## src/hw/rtl/fsf_pkg.sv

```systemverilog
// ----------------------------------------------------------------------------
// fsf_pkg
// Shared field widths, bus bit positions and keystroke codes of the filter.
// ----------------------------------------------------------------------------
`timescale 1ns / 1ps
`default_nettype none

package fsf_pkg;

    // Item field widths
    localparam int KEY_W     = 8;
    localparam int CHAR_W    = 8;
    localparam int PCHAR_W   = 7;
    localparam int HL_W      = 4;
    localparam int LEN_OUT_W = 10;

    // Bus widths
    localparam int S_TDATA_W = 16;
    localparam int S_TUSER_W = 2;
    localparam int M_TDATA_W = 16;

    // Slave-side tdata / tuser layout
    localparam int SD_KEY_LSB   = 0;
    localparam int SD_CHAR_LSB  = 8;
    localparam int SU_OP_BIT    = 0;
    localparam int SU_FIRST_BIT = 1;

    // Master-side tdata layout
    localparam int MD_QUIT_BIT    = 0;
    localparam int MD_HL_LSB      = 1;
    localparam int MD_MATCHED_BIT = 5;
    localparam int MD_LEN_LSB     = 6;

    // Item kinds carried in tuser
    localparam logic OP_KEY  = 1'b0;
    localparam logic OP_CHAR = 1'b1;

    // Keystroke codes
    localparam logic [KEY_W-1:0] KEY_CTRL_C    = 8'd3;
    localparam logic [KEY_W-1:0] KEY_CTRL_D    = 8'd4;
    localparam logic [KEY_W-1:0] KEY_BACKSPACE = 8'd8;
    localparam logic [KEY_W-1:0] KEY_CTRL_U    = 8'd21;
    localparam logic [KEY_W-1:0] KEY_CTRL_W    = 8'd23;
    localparam logic [KEY_W-1:0] KEY_SPACE     = 8'd32;
    localparam logic [KEY_W-1:0] KEY_TILDE     = 8'd126;
    localparam logic [KEY_W-1:0] KEY_DELETE    = 8'd127;

endpackage

`default_nettype wire

```

## src/hw/rtl/fuzzy_subsequence_filter_unit.sv

```systemverilog
// ----------------------------------------------------------------------------
// Fuzzy subsequence filter unit
// Edits a search pattern from keystrokes and matches each space-separated
// pattern word greedily as a subsequence of streamed candidate characters.
// ----------------------------------------------------------------------------
//  channel | dir | payload                                   | marks
//  s_      | in  | tdata: key_code, cand_char; tuser: op,first | tlast = last
//  m_      | out | tdata: quit, highlight, matched, length     | tlast = is_end
//
//  Keystroke: accepted in IDLE, where every edit, ^W included, is applied; the result is loaded from FIN.
//  Candidate character: accepted in IDLE, then READ and CMP for each word, then FIN; each word takes
//  one read of the pattern memory's read port and one pass through the shared compare/count.
//  Reset clears length and matchers and sets the word count to one; the pattern memory is not
//  cleared, only entries below the length are ever used.
//  A new item is accepted while a result waits in the output register; the next
//  result holds in its final state until that register is free.
// ----------------------------------------------------------------------------
`timescale 1ns / 1ps
`default_nettype none

module fuzzy_subsequence_filter_unit #(
    parameter int PATTERN_DEPTH = 512,
    parameter int MAX_WORDS     = 8
) (
    input  wire logic                            clk,
    input  wire logic                            rst_n,
    // slave side
    input  wire logic                            s_tvalid,
    output      logic                            s_tready,
    input  wire logic [fsf_pkg::S_TDATA_W-1:0]   s_tdata,   // key_code[7:0], cand_char[15:8]
    input  wire logic [fsf_pkg::S_TUSER_W-1:0]   s_tuser,   // op[0], first[1]
    input  wire logic                            s_tlast,
    // master side
    output      logic                            m_tvalid,
    input  wire logic                            m_tready,
    output      logic [fsf_pkg::M_TDATA_W-1:0]   m_tdata,   // quit[0], highlight[4:1],
                                                            // matched[5], pattern_length[15:6]
    output      logic                            m_tlast
);

    localparam int AW   = $clog2(PATTERN_DEPTH);
    localparam int LW   = $clog2(PATTERN_DEPTH + 1);
    localparam int TW   = $clog2(MAX_WORDS + 1);
    localparam int WIW  = (MAX_WORDS > 1) ? $clog2(MAX_WORDS) : 1;
    localparam int SP_N = (MAX_WORDS > 1) ? MAX_WORDS - 1 : 1;
    localparam int SPW  = (SP_N > 1) ? $clog2(SP_N) : 1;

    typedef enum logic [1:0] {
        ST_IDLE,
        ST_READ,
        ST_CMP,
        ST_FIN
    } state_t;

    // Storage
    logic [fsf_pkg::PCHAR_W-1:0] pat_mem [PATTERN_DEPTH];
    logic [fsf_pkg::PCHAR_W-1:0] rdata_reg;
    logic [AW-1:0]               sp_reg [SP_N];       // positions of the pattern spaces
    logic [LW-1:0]               cursor_reg [MAX_WORDS];

    // Control and working registers
    state_t                      state_reg, state_next;
    logic [LW-1:0]               len_reg, len_next;
    logic [TW-1:0]               total_reg, total_next;
    logic [WIW-1:0]              w_reg, w_next;
    logic [LW-1:0]               start_reg, start_next;
    logic [LW-1:0]               end_reg, end_next;
    logic [LW-1:0]               wlen_reg, wlen_next;
    logic                        need_reg, need_next;
    logic [fsf_pkg::CHAR_W-1:0]  c_reg, c_next;
    logic                        last_reg, last_next;
    logic                        quit_reg, quit_next;
    logic [fsf_pkg::HL_W-1:0]    hl_reg, hl_next;
    logic                        all_reg, all_next;
    logic                        m_tvalid_reg, m_tvalid_next;
    logic [fsf_pkg::M_TDATA_W-1:0] m_tdata_reg, m_tdata_next;
    logic                        m_tlast_reg, m_tlast_next;

    // Combinational helpers
    logic                        in_acc;
    logic                        s_op, s_first;
    logic [fsf_pkg::KEY_W-1:0]   key;
    logic [fsf_pkg::CHAR_W-1:0]  cand;
    logic [SPW-1:0]              sp_rd_idx;
    logic [LW-1:0]               sp_rd;
    logic                        multi_word, last_word, out_free;
    logic [LW-1:0]               word_end, word_len, cur, cur_new;
    logic [AW-1:0]               rd_addr;
    logic                        hit;
    logic                        cur_clr, cur_we, sp_we, mem_we;

    // Input unpacking and handshake
    assign s_tready = (state_reg == ST_IDLE);
    assign in_acc   = s_tvalid && s_tready;
    assign s_op     = s_tuser[fsf_pkg::SU_OP_BIT];
    assign s_first  = s_tuser[fsf_pkg::SU_FIRST_BIT];
    assign key      = s_tdata[fsf_pkg::SD_KEY_LSB +: fsf_pkg::KEY_W];
    assign cand     = s_tdata[fsf_pkg::SD_CHAR_LSB +: fsf_pkg::CHAR_W];

    // Space position read port: last space while idle, current word while running
    assign sp_rd_idx  = (state_reg == ST_IDLE) ? SPW'(total_reg - TW'(2)) : SPW'(w_reg);
    assign sp_rd      = LW'(sp_reg[sp_rd_idx]);
    assign multi_word = (total_reg != TW'(1));
    assign last_word  = ((TW'(w_reg) + TW'(1)) == total_reg);
    assign out_free   = !m_tvalid_reg || m_tready;

    // Shared word unit: bounds, cursor check and memory address
    assign word_end = last_word ? len_reg : sp_rd;
    assign word_len = word_end - start_reg;
    assign cur      = cursor_reg[w_reg];
    assign rd_addr  = AW'(start_reg + cur);
    assign hit      = need_reg && ({1'b0, rdata_reg} == c_reg);
    assign cur_new  = cur + LW'(hit);

    // Sequencer and edit logic
    always_comb
    begin
        state_next    = state_reg;
        len_next      = len_reg;
        total_next    = total_reg;
        w_next        = w_reg;
        start_next    = start_reg;
        end_next      = end_reg;
        wlen_next     = wlen_reg;
        need_next     = need_reg;
        c_next        = c_reg;
        last_next     = last_reg;
        quit_next     = quit_reg;
        hl_next       = hl_reg;
        all_next      = all_reg;
        m_tvalid_next = m_tvalid_reg;
        m_tdata_next  = m_tdata_reg;
        m_tlast_next  = m_tlast_reg;
        cur_clr       = 1'b0;
        cur_we        = 1'b0;
        sp_we         = 1'b0;
        mem_we        = 1'b0;

        // output register drains on a completed transaction
        if (m_tvalid_reg && m_tready)
        begin
            m_tvalid_next = 1'b0;
        end

        unique case (state_reg)
            ST_IDLE:
            begin
                if (in_acc)
                begin
                    c_next   = cand;
                    hl_next  = '0;
                    all_next = 1'b1;
                    w_next   = '0;
                    start_next = '0;
                    if (s_op == fsf_pkg::OP_KEY)
                    begin
                        cur_clr    = 1'b1;
                        last_next  = 1'b0;
                        quit_next  = (key == fsf_pkg::KEY_CTRL_C) ||
                                     (key == fsf_pkg::KEY_CTRL_D);
                        state_next = ST_FIN;
                        priority if (quit_next)
                        begin
                            len_next = len_reg;
                        end
                        else if (key == fsf_pkg::KEY_CTRL_U)
                        begin
                            len_next   = '0;
                            total_next = TW'(1);
                        end
                        else if (key == fsf_pkg::KEY_CTRL_W)
                        begin
                            // cut back to the last space, dropping that space
                            if (len_reg != '0)
                            begin
                                len_next   = multi_word ? sp_rd : '0;
                                total_next = multi_word ? total_reg - TW'(1) : TW'(1);
                            end
                        end
                        else if ((key == fsf_pkg::KEY_BACKSPACE) ||
                                 (key == fsf_pkg::KEY_DELETE))
                        begin
                            if (len_reg != '0)
                            begin
                                len_next = len_reg - LW'(1);
                                if (multi_word && (sp_rd == len_reg - LW'(1)))
                                begin
                                    total_next = total_reg - TW'(1);
                                end
                            end
                        end
                        else if ((key >= fsf_pkg::KEY_SPACE) && (key <= fsf_pkg::KEY_TILDE))
                        begin
                            // append unless full, or a space past the word limit
                            if ((len_reg < LW'(PATTERN_DEPTH)) &&
                                !((key == fsf_pkg::KEY_SPACE) &&
                                  (total_reg >= TW'(MAX_WORDS))))
                            begin
                                mem_we   = 1'b1;
                                len_next = len_reg + LW'(1);
                                if (key == fsf_pkg::KEY_SPACE)
                                begin
                                    sp_we      = 1'b1;
                                    total_next = total_reg + TW'(1);
                                end
                            end
                        end
                        else
                        begin
                            len_next = len_reg;
                        end
                    end
                    else
                    begin
                        cur_clr    = s_first;
                        last_next  = s_tlast;
                        quit_next  = 1'b0;
                        state_next = ST_READ;
                    end
                end
            end

            ST_READ:
            begin
                need_next  = (cur < word_len);
                wlen_next  = word_len;
                end_next   = word_end;
                state_next = ST_CMP;
            end

            ST_CMP:
            begin
                cur_we = 1'b1;
                if (hit)
                begin
                    hl_next = fsf_pkg::HL_W'(TW'(w_reg) + TW'(1));
                end
                all_next = all_reg && (cur_new >= wlen_reg);
                if (last_word)
                begin
                    state_next = ST_FIN;
                end
                else
                begin
                    w_next     = w_reg + WIW'(1);
                    start_next = end_reg + LW'(1);
                    state_next = ST_READ;
                end
            end

            ST_FIN:
            begin
                if (out_free)
                begin
                    m_tvalid_next = 1'b1;
                    m_tlast_next  = last_reg;
                    m_tdata_next  = '0;
                    m_tdata_next[fsf_pkg::MD_QUIT_BIT]    = quit_reg;
                    m_tdata_next[fsf_pkg::MD_HL_LSB +: fsf_pkg::HL_W] = hl_reg;
                    m_tdata_next[fsf_pkg::MD_MATCHED_BIT] = last_reg && all_reg;
                    m_tdata_next[fsf_pkg::MD_LEN_LSB +: fsf_pkg::LEN_OUT_W] =
                        fsf_pkg::LEN_OUT_W'(len_reg);
                    state_next    = ST_IDLE;
                end
            end

            default:
            begin
                state_next = ST_IDLE;
            end
        endcase
    end

    // State and registered outputs
    always_ff @(posedge clk or negedge rst_n)
    begin
        if (!rst_n)
        begin
            state_reg    <= ST_IDLE;
            len_reg      <= '0;
            total_reg    <= TW'(1);
            m_tvalid_reg <= 1'b0;
        end
        else
        begin
            state_reg    <= state_next;
            len_reg      <= len_next;
            total_reg    <= total_next;
            m_tvalid_reg <= m_tvalid_next;
        end
    end

    // Working and payload registers
    always_ff @(posedge clk)
    begin
        w_reg       <= w_next;
        start_reg   <= start_next;
        end_reg     <= end_next;
        wlen_reg    <= wlen_next;
        need_reg    <= need_next;
        c_reg       <= c_next;
        last_reg    <= last_next;
        quit_reg    <= quit_next;
        hl_reg      <= hl_next;
        all_reg     <= all_next;
        m_tdata_reg <= m_tdata_next;
        m_tlast_reg <= m_tlast_next;
    end

    // Word matcher cursors
    always_ff @(posedge clk or negedge rst_n)
    begin
        if (!rst_n)
        begin
            for (int i = 0; i < MAX_WORDS; i++)
            begin
                cursor_reg[i] <= '0;
            end
        end
        else if (cur_clr)
        begin
            for (int i = 0; i < MAX_WORDS; i++)
            begin
                cursor_reg[i] <= '0;
            end
        end
        else if (cur_we)
        begin
            cursor_reg[w_reg] <= cur_new;
        end
    end

    // Space positions, one per word boundary
    always_ff @(posedge clk)
    begin
        if (sp_we)
        begin
            sp_reg[SPW'(total_reg - TW'(1))] <= AW'(len_reg);
        end
    end

    // Pattern memory: one write port, one registered read port
    always_ff @(posedge clk)
    begin
        if (mem_we)
        begin
            pat_mem[AW'(len_reg)] <= key[fsf_pkg::PCHAR_W-1:0];
        end
        rdata_reg <= pat_mem[rd_addr];
    end

    assign m_tvalid = m_tvalid_reg;
    assign m_tdata  = m_tdata_reg;
    assign m_tlast  = m_tlast_reg;

endmodule

`default_nettype wire

```

## config.mk

```make
export PLATFORM = sky130hd
export DESIGN_NAME = fuzzy_subsequence_filter_unit
export DESIGN_NICKNAME = d
export VERILOG_FILES = /design/src/hw/rtl/fsf_pkg.sv /design/src/hw/rtl/fuzzy_subsequence_filter_unit.sv
export SDC_FILE = /design/constraint.sdc
export NUM_CORES = 2
export LEC_CHECK = 0
export ABC_CLOCK_PERIOD_IN_PS = 7250
export BUFFER_PORTS_ARGS = -buffer_cell sky130_fd_sc_hd__buf_2
export CORE_AREA = 2 2 500 502
export DETAILED_ROUTE_END_ITERATION = 10
export DIE_AREA = 0 0 502 504
export PLACE_DENSITY = 0.79
export REMOVE_ABC_BUFFERS = 1
export SLEW_MARGIN = 20
export SYNTH_ARGS = -nofsm -noshare
export SYNTH_HDL_FRONTEND = slang
export SYNTH_SLANG_ARGS = --single-unit
```

## constraint.sdc

```tcl
create_clock -name clk -period 7.25 [get_ports clk]
set_input_delay 0 -clock clk [delete_from_list [all_inputs] [get_ports clk]]
set_output_delay 0 -clock clk [all_outputs]
set_load 0.005 [all_outputs]
```

---- After elaboration in Yosys (flattened, before gate mapping) ----
Memory sizes are Yosys's and may differ from the RTL's. A register that Yosys moved wholly into a read port is not among the register bits.
Index checks and enable logic that the tools add are counted.
operators by class
  $add $sub $neg .......................... 11
  $lt $le $gt $ge ......................... 8
  equal/unequal tests ..................... 21
  mux-type cells .......................... 74
  bitwise operators ....................... 3
  reductions and logical operators ........ 30
operator list
  cell                   number
  $mux 80                2
  $mux 10                13
  $bwmux 80              1
  $mux 4                 12
  $mux 1                 31
  $bmux 10 s3            1
  $demux 10 s3           1
  $add 10x1->10 const B  2
  $pmux 10 s2            1
  $eq 8x5->1 const B     2
  $reduce_bool 4->1      3
  $add 10x1->10          1
  $eq 9x10->1            1
  $ge 10x10->1           1
  $logic_and 1x1->1      10
  $lt 10x10->1           1
  $lt 10x10->1 const B   1
  $reduce_and 10->1      1
  $reduce_bool 10->1     1
  $sub 10x1->10 const B  1
  $sub 10x10->10         1
  $add 9x9->9            1
  $mux 3                 3
  $mux 9                 1
  other kinds (38)       54
word-level totals
  register bits ........................... 163
  RAM bits ................................ 3647
  input port bits ......................... 23
  output and inout port bits .............. 19
  logic and storage cells ................. 173
  memories kept ........................... 2
memories
  memory   words  bits a word  rd ports  clocked after memory_dff  write ports  RTL line                             RTL
  pat_mem  512    7            1         1                         1            fuzzy_subsequence_filter_unit.sv:56  logic [fsf_pkg::PCHAR_W-1:0] pat_mem [PATTERN_DEPTH];
  sp_reg   7      9            1         0                         1            fuzzy_subsequence_filter_unit.sv:58  logic [AW-1:0] sp_reg [SP_N];

---- Depth between registers and ports, before layout ----
  depth in word-level cells ............... 15
  depth in mapped cells ................... 24
  mapped depth without buffers ............ 23

---- Least setup slack after synthesis ----
No wires, ideal clock.
  path kind ............................... flip-flop to flip-flop
  start ................................... reg w_reg[1]
  end ..................................... reg rdata_reg[3] (netlist name) (read register of pat_mem)
  setup time .............................. 0.125 ns
  arrival time ............................ 4.847 ns
  required time ........................... 7.125 ns
  setup slack ............................. 2.278 ns
  cell stages (with the launch flop) ...... 17
  path buffers ............................ 7
  period minus slack after synthesis ...... 4.972 ns
  path through ............................ edfxtp_1 -> buf_2 -> buf_2 -> clkbuf_1 -> mux2_2 -> ha_1 -> fa_1 -> buf_2 -> clkbuf_1 -> clkbuf_1 -> clkbuf_1 -> mux4_2 -> mux4_2 -> a2111oi_0 -> a221oi_1 -> a22oi_1 -> o31ai_1
on the way
  word-level cells in the longest chain between the ends .. 5
ends and longest elaborated chain
  item                                        RTL line                              RTL
  start, declared                             fuzzy_subsequence_filter_unit.sv:65   logic [WIW-1:0] w_reg, w_next;
  start signal, assigned                      fuzzy_subsequence_filter_unit.sv:296  w_reg <= w_next;
  $not 3->4 (not written as such)             fuzzy_subsequence_filter_unit.sv:110  assign cur = cursor_reg[w_reg];
  $bmux 10 s3                                 fuzzy_subsequence_filter_unit.sv:110
  $mux 10 (not written as such) (2 in a row)  fuzzy_subsequence_filter_unit.sv:110
  $add 9x9->9                                 fuzzy_subsequence_filter_unit.sv:111  assign rd_addr = AW'(start_reg + cur);
  end, declared                               fuzzy_subsequence_filter_unit.sv:57   logic [fsf_pkg::PCHAR_W-1:0] rdata_reg;
Every way passes these cells. The select of a mux whose other input is x is not followed.
A chain may end at the register's enable or synchronous reset.

---- Final worst setup path ----
  start ................................... reg w_reg[1]
  end ..................................... reg rdata_reg[6] (netlist name) (read register of pat_mem)
Same word-level chain as after synthesis.

==> metrics <==
Least-Margin Pin Slew 1.243 ns; top-count cell post-synth edfxtp_1; crit path kind reg2reg; final wirelength 392.1 mm; CP max FO 123; hold_ws 0.06724 ns; fraction of layout cells with a size suffix above 1 25.28%; Worst R2R End rdata_reg[6]; dpl cell area 155000 um2; FF-to-FF setup slack 0.75 ns; Mapped Area 150300 um2; clk buf depth 4; Core Area 247500 um2; pre-CTS WS 0.8809 ns; clk slew on worst S/H paths 0.07 ns; routed wire length per instance 35.95 um; DR DRC count 0; worst r2r path cells 14; Worst Hold Class in2reg; met3 usage 7.558%; drt first pass iters 8; area leader, netlist edfxtp_1; crit path capture type flip-flop; via density per instance 7.109; setup ws final 0.7488 ns; post-synth cell types 84; Relative slew margins 17.16%; RePlAce Congestion 0.8948; max frequency 0.1538 GHz; GRT busiest layer met2; overflow left after global routing 0; GR met1 Demand/Resource 42.54%; commonest cells in the netlist 3713 x edfxtp_1, 1131 x mux4_2, 577 x nor2_1, 280 x nand2_1, 259 x clkbuf_1; Final Cycle Share 89.67%; largest net degree at the start of global routing 218; fin. max-slew vios 0; final worst path period need 6.501 ns; Synth warnings 0; Die H 504 um; die area 253000 um2; Final Instance Area 167000 um2; FF+latch count, synth 3817; clk root buf clkbuf_16; final clock skew 0.07426 ns; met2 usage 48.76%; Die Width 502 um; Synth Instances 7060; Post-synth EDFFs 3713; R2R Path Start w_reg[1]; clock sinks 3817; Rows 183; synth top area cells edfxtp_1 74%, mux4_2 17%, dfrtp_1 1.6%, nor2_1 1.4%, nand2_1 0.70%; nets 7353; vias in the first global route 77624; H-tree Lvls 5; first-pass GRT wire length 566.0 mm; Final Setup Violations 0; Startpoint Class flip-flop; TritonCTS clock tree yes; final core utilization 67.47%; CP Capture Point rdata_reg[6]; Ports 42; via count 77549; initial antenna violation count 20; ys flop type edfxtp_1; sequential fraction of the synthesis area 75.89%; Post-synth ARST share 2.541%; RSZ-0062 raised after global routing no; Mean Syn Cell Area 21.29 um2; final hold vios 0; antenna viol nets, final 0; outcome finished clean; port bufs 41; Synth top area share 74.18%; Clk Latency, worst-skew pair 1.00 ns; Layout area overhead 11.11%; Req. time, crit path 8.12 ns; number of flip-flops in the largest register 3584; DRT iter0 DRCs 13451; CTS Buf Count 380; Detailed Place HPWL 217.2 mm; maxcap violations 0; Critical Path AT 7.37 ns; Initial Utilization 60.73%; Total GRT Usage 31.26%; Worst Setup SP w_reg[1]; post-CTS setup buffers 0
[placed cells by master, fill, tap and decap left out, drive strengths merged, types with 12 or more instances in the layout]
cell type,netlist,final
a221oi,14,14
xor2,17,17
a21o,20,20
ha,51,51
nor2b,14,14
dfrtp,96,96
edfxtp,3713,3713
o21ai,123,123
diode,0,16
bufinv,0,15
and3,22,22
nor3,45,45
nor2,579,579
nand4,19,19
clkinv,1,149
nand2,280,280
clkinvlp,0,13
o22ai,23,23
mux4,1131,1131
mux2,14,14
a31oi,20,20
clkbuf,259,479
and2,15,15
inv,58,70
mux2i,35,35
nand3,94,94
buf,152,206
a21oi,63,63
dlygate4sd3,0,40
nand2b,12,12
xnor2,49,49
[per-stage QoR]
step	cells	setup TNS (ns)
CTS	10889	0
global route	10893	0
finish	10908	0
floorplan	6649	-214.27
global placement	10182	0
detailed placement	10182	0
[what timing repair did]
item,4_1_cts,5_1_grt
gates resized for setup,0,0
hold endpoints to repair,882,0
hold buffers,40,0
[cell families (layout without fill, tap and decap cells)]
logic type / after synthesis / count (layout) / share of synthesized area (%)
XOR/XNOR: 67 / 67 / 0.3996
adder cells (fa/ha/maj): 53 / 53 / 0.4512
AND/OR/NAND/NOR: 1117 / 1117 / 3.155
AO/OA/AOI/OAI: 356 / 356 / 1.528
other: 0 / 16 / 0
flip-flops: 3817 / 3817 / 75.89
multiplexers: 1180 / 1180 / 17.28
buffers and inverters: 470 / 972 / 1.294
[per-layer routing]
metal  vias up  part of all wire, %  routed length [um]
met5         -                0.015                  57
met4         8                  5.4               21100
met3      1202                   13               49030
met2      6520                   48              189700
met1     40112                   34              132200
li1      29707                    -                   -
[critical path, cell delays in order, from the launching register on]
cell and delay, ns:
edfxtp_1 0.98, mux2i_1 0.28, mux4_2 0.28, o21ai_0 0.15
buf_4 0.25, fa_4 1.03, buf_4 0.42, buf_12 0.51
mux4_2 0.44, mux4_2 0.51, nand2_1 0.11, a21oi_1 0.10
nor3_1 0.88, o41ai_1 0.21, o311a_1 0.17
[worst min path at each step]
stage / from / endpoint / cells after the start
after floorplan: rst_n / cursor_reg[0] / 0
after global placement: rst_n / m_tvalid / 1
after detailed placement: rst_n / m_tvalid / 1
after CTS: s_tdata[0] / pat_mem[404][0] / 2
after global routing: s_tdata[0] / pat_mem[404][0] / 2
final: s_tdata[5] / pat_mem[350][5] / 2
[area by class of cell]
class                           instances  area [um2]
Clock buffer                          479       10070
Inverter                               59       221.5
Multi-Input combinational cell       2773       34670
Antenna cell                           16       40.04
Fill cell                           14218       80510
Sequential cell                      3817      114100
Timing Repair Buffer                  246        2435
Clock inverter                        188        1348
Tap cell                             3330        4167
Power is left out: the tool's default activity adds up to more than one toggle a clock period on the data nets, which glitch-free logic cannot reach.
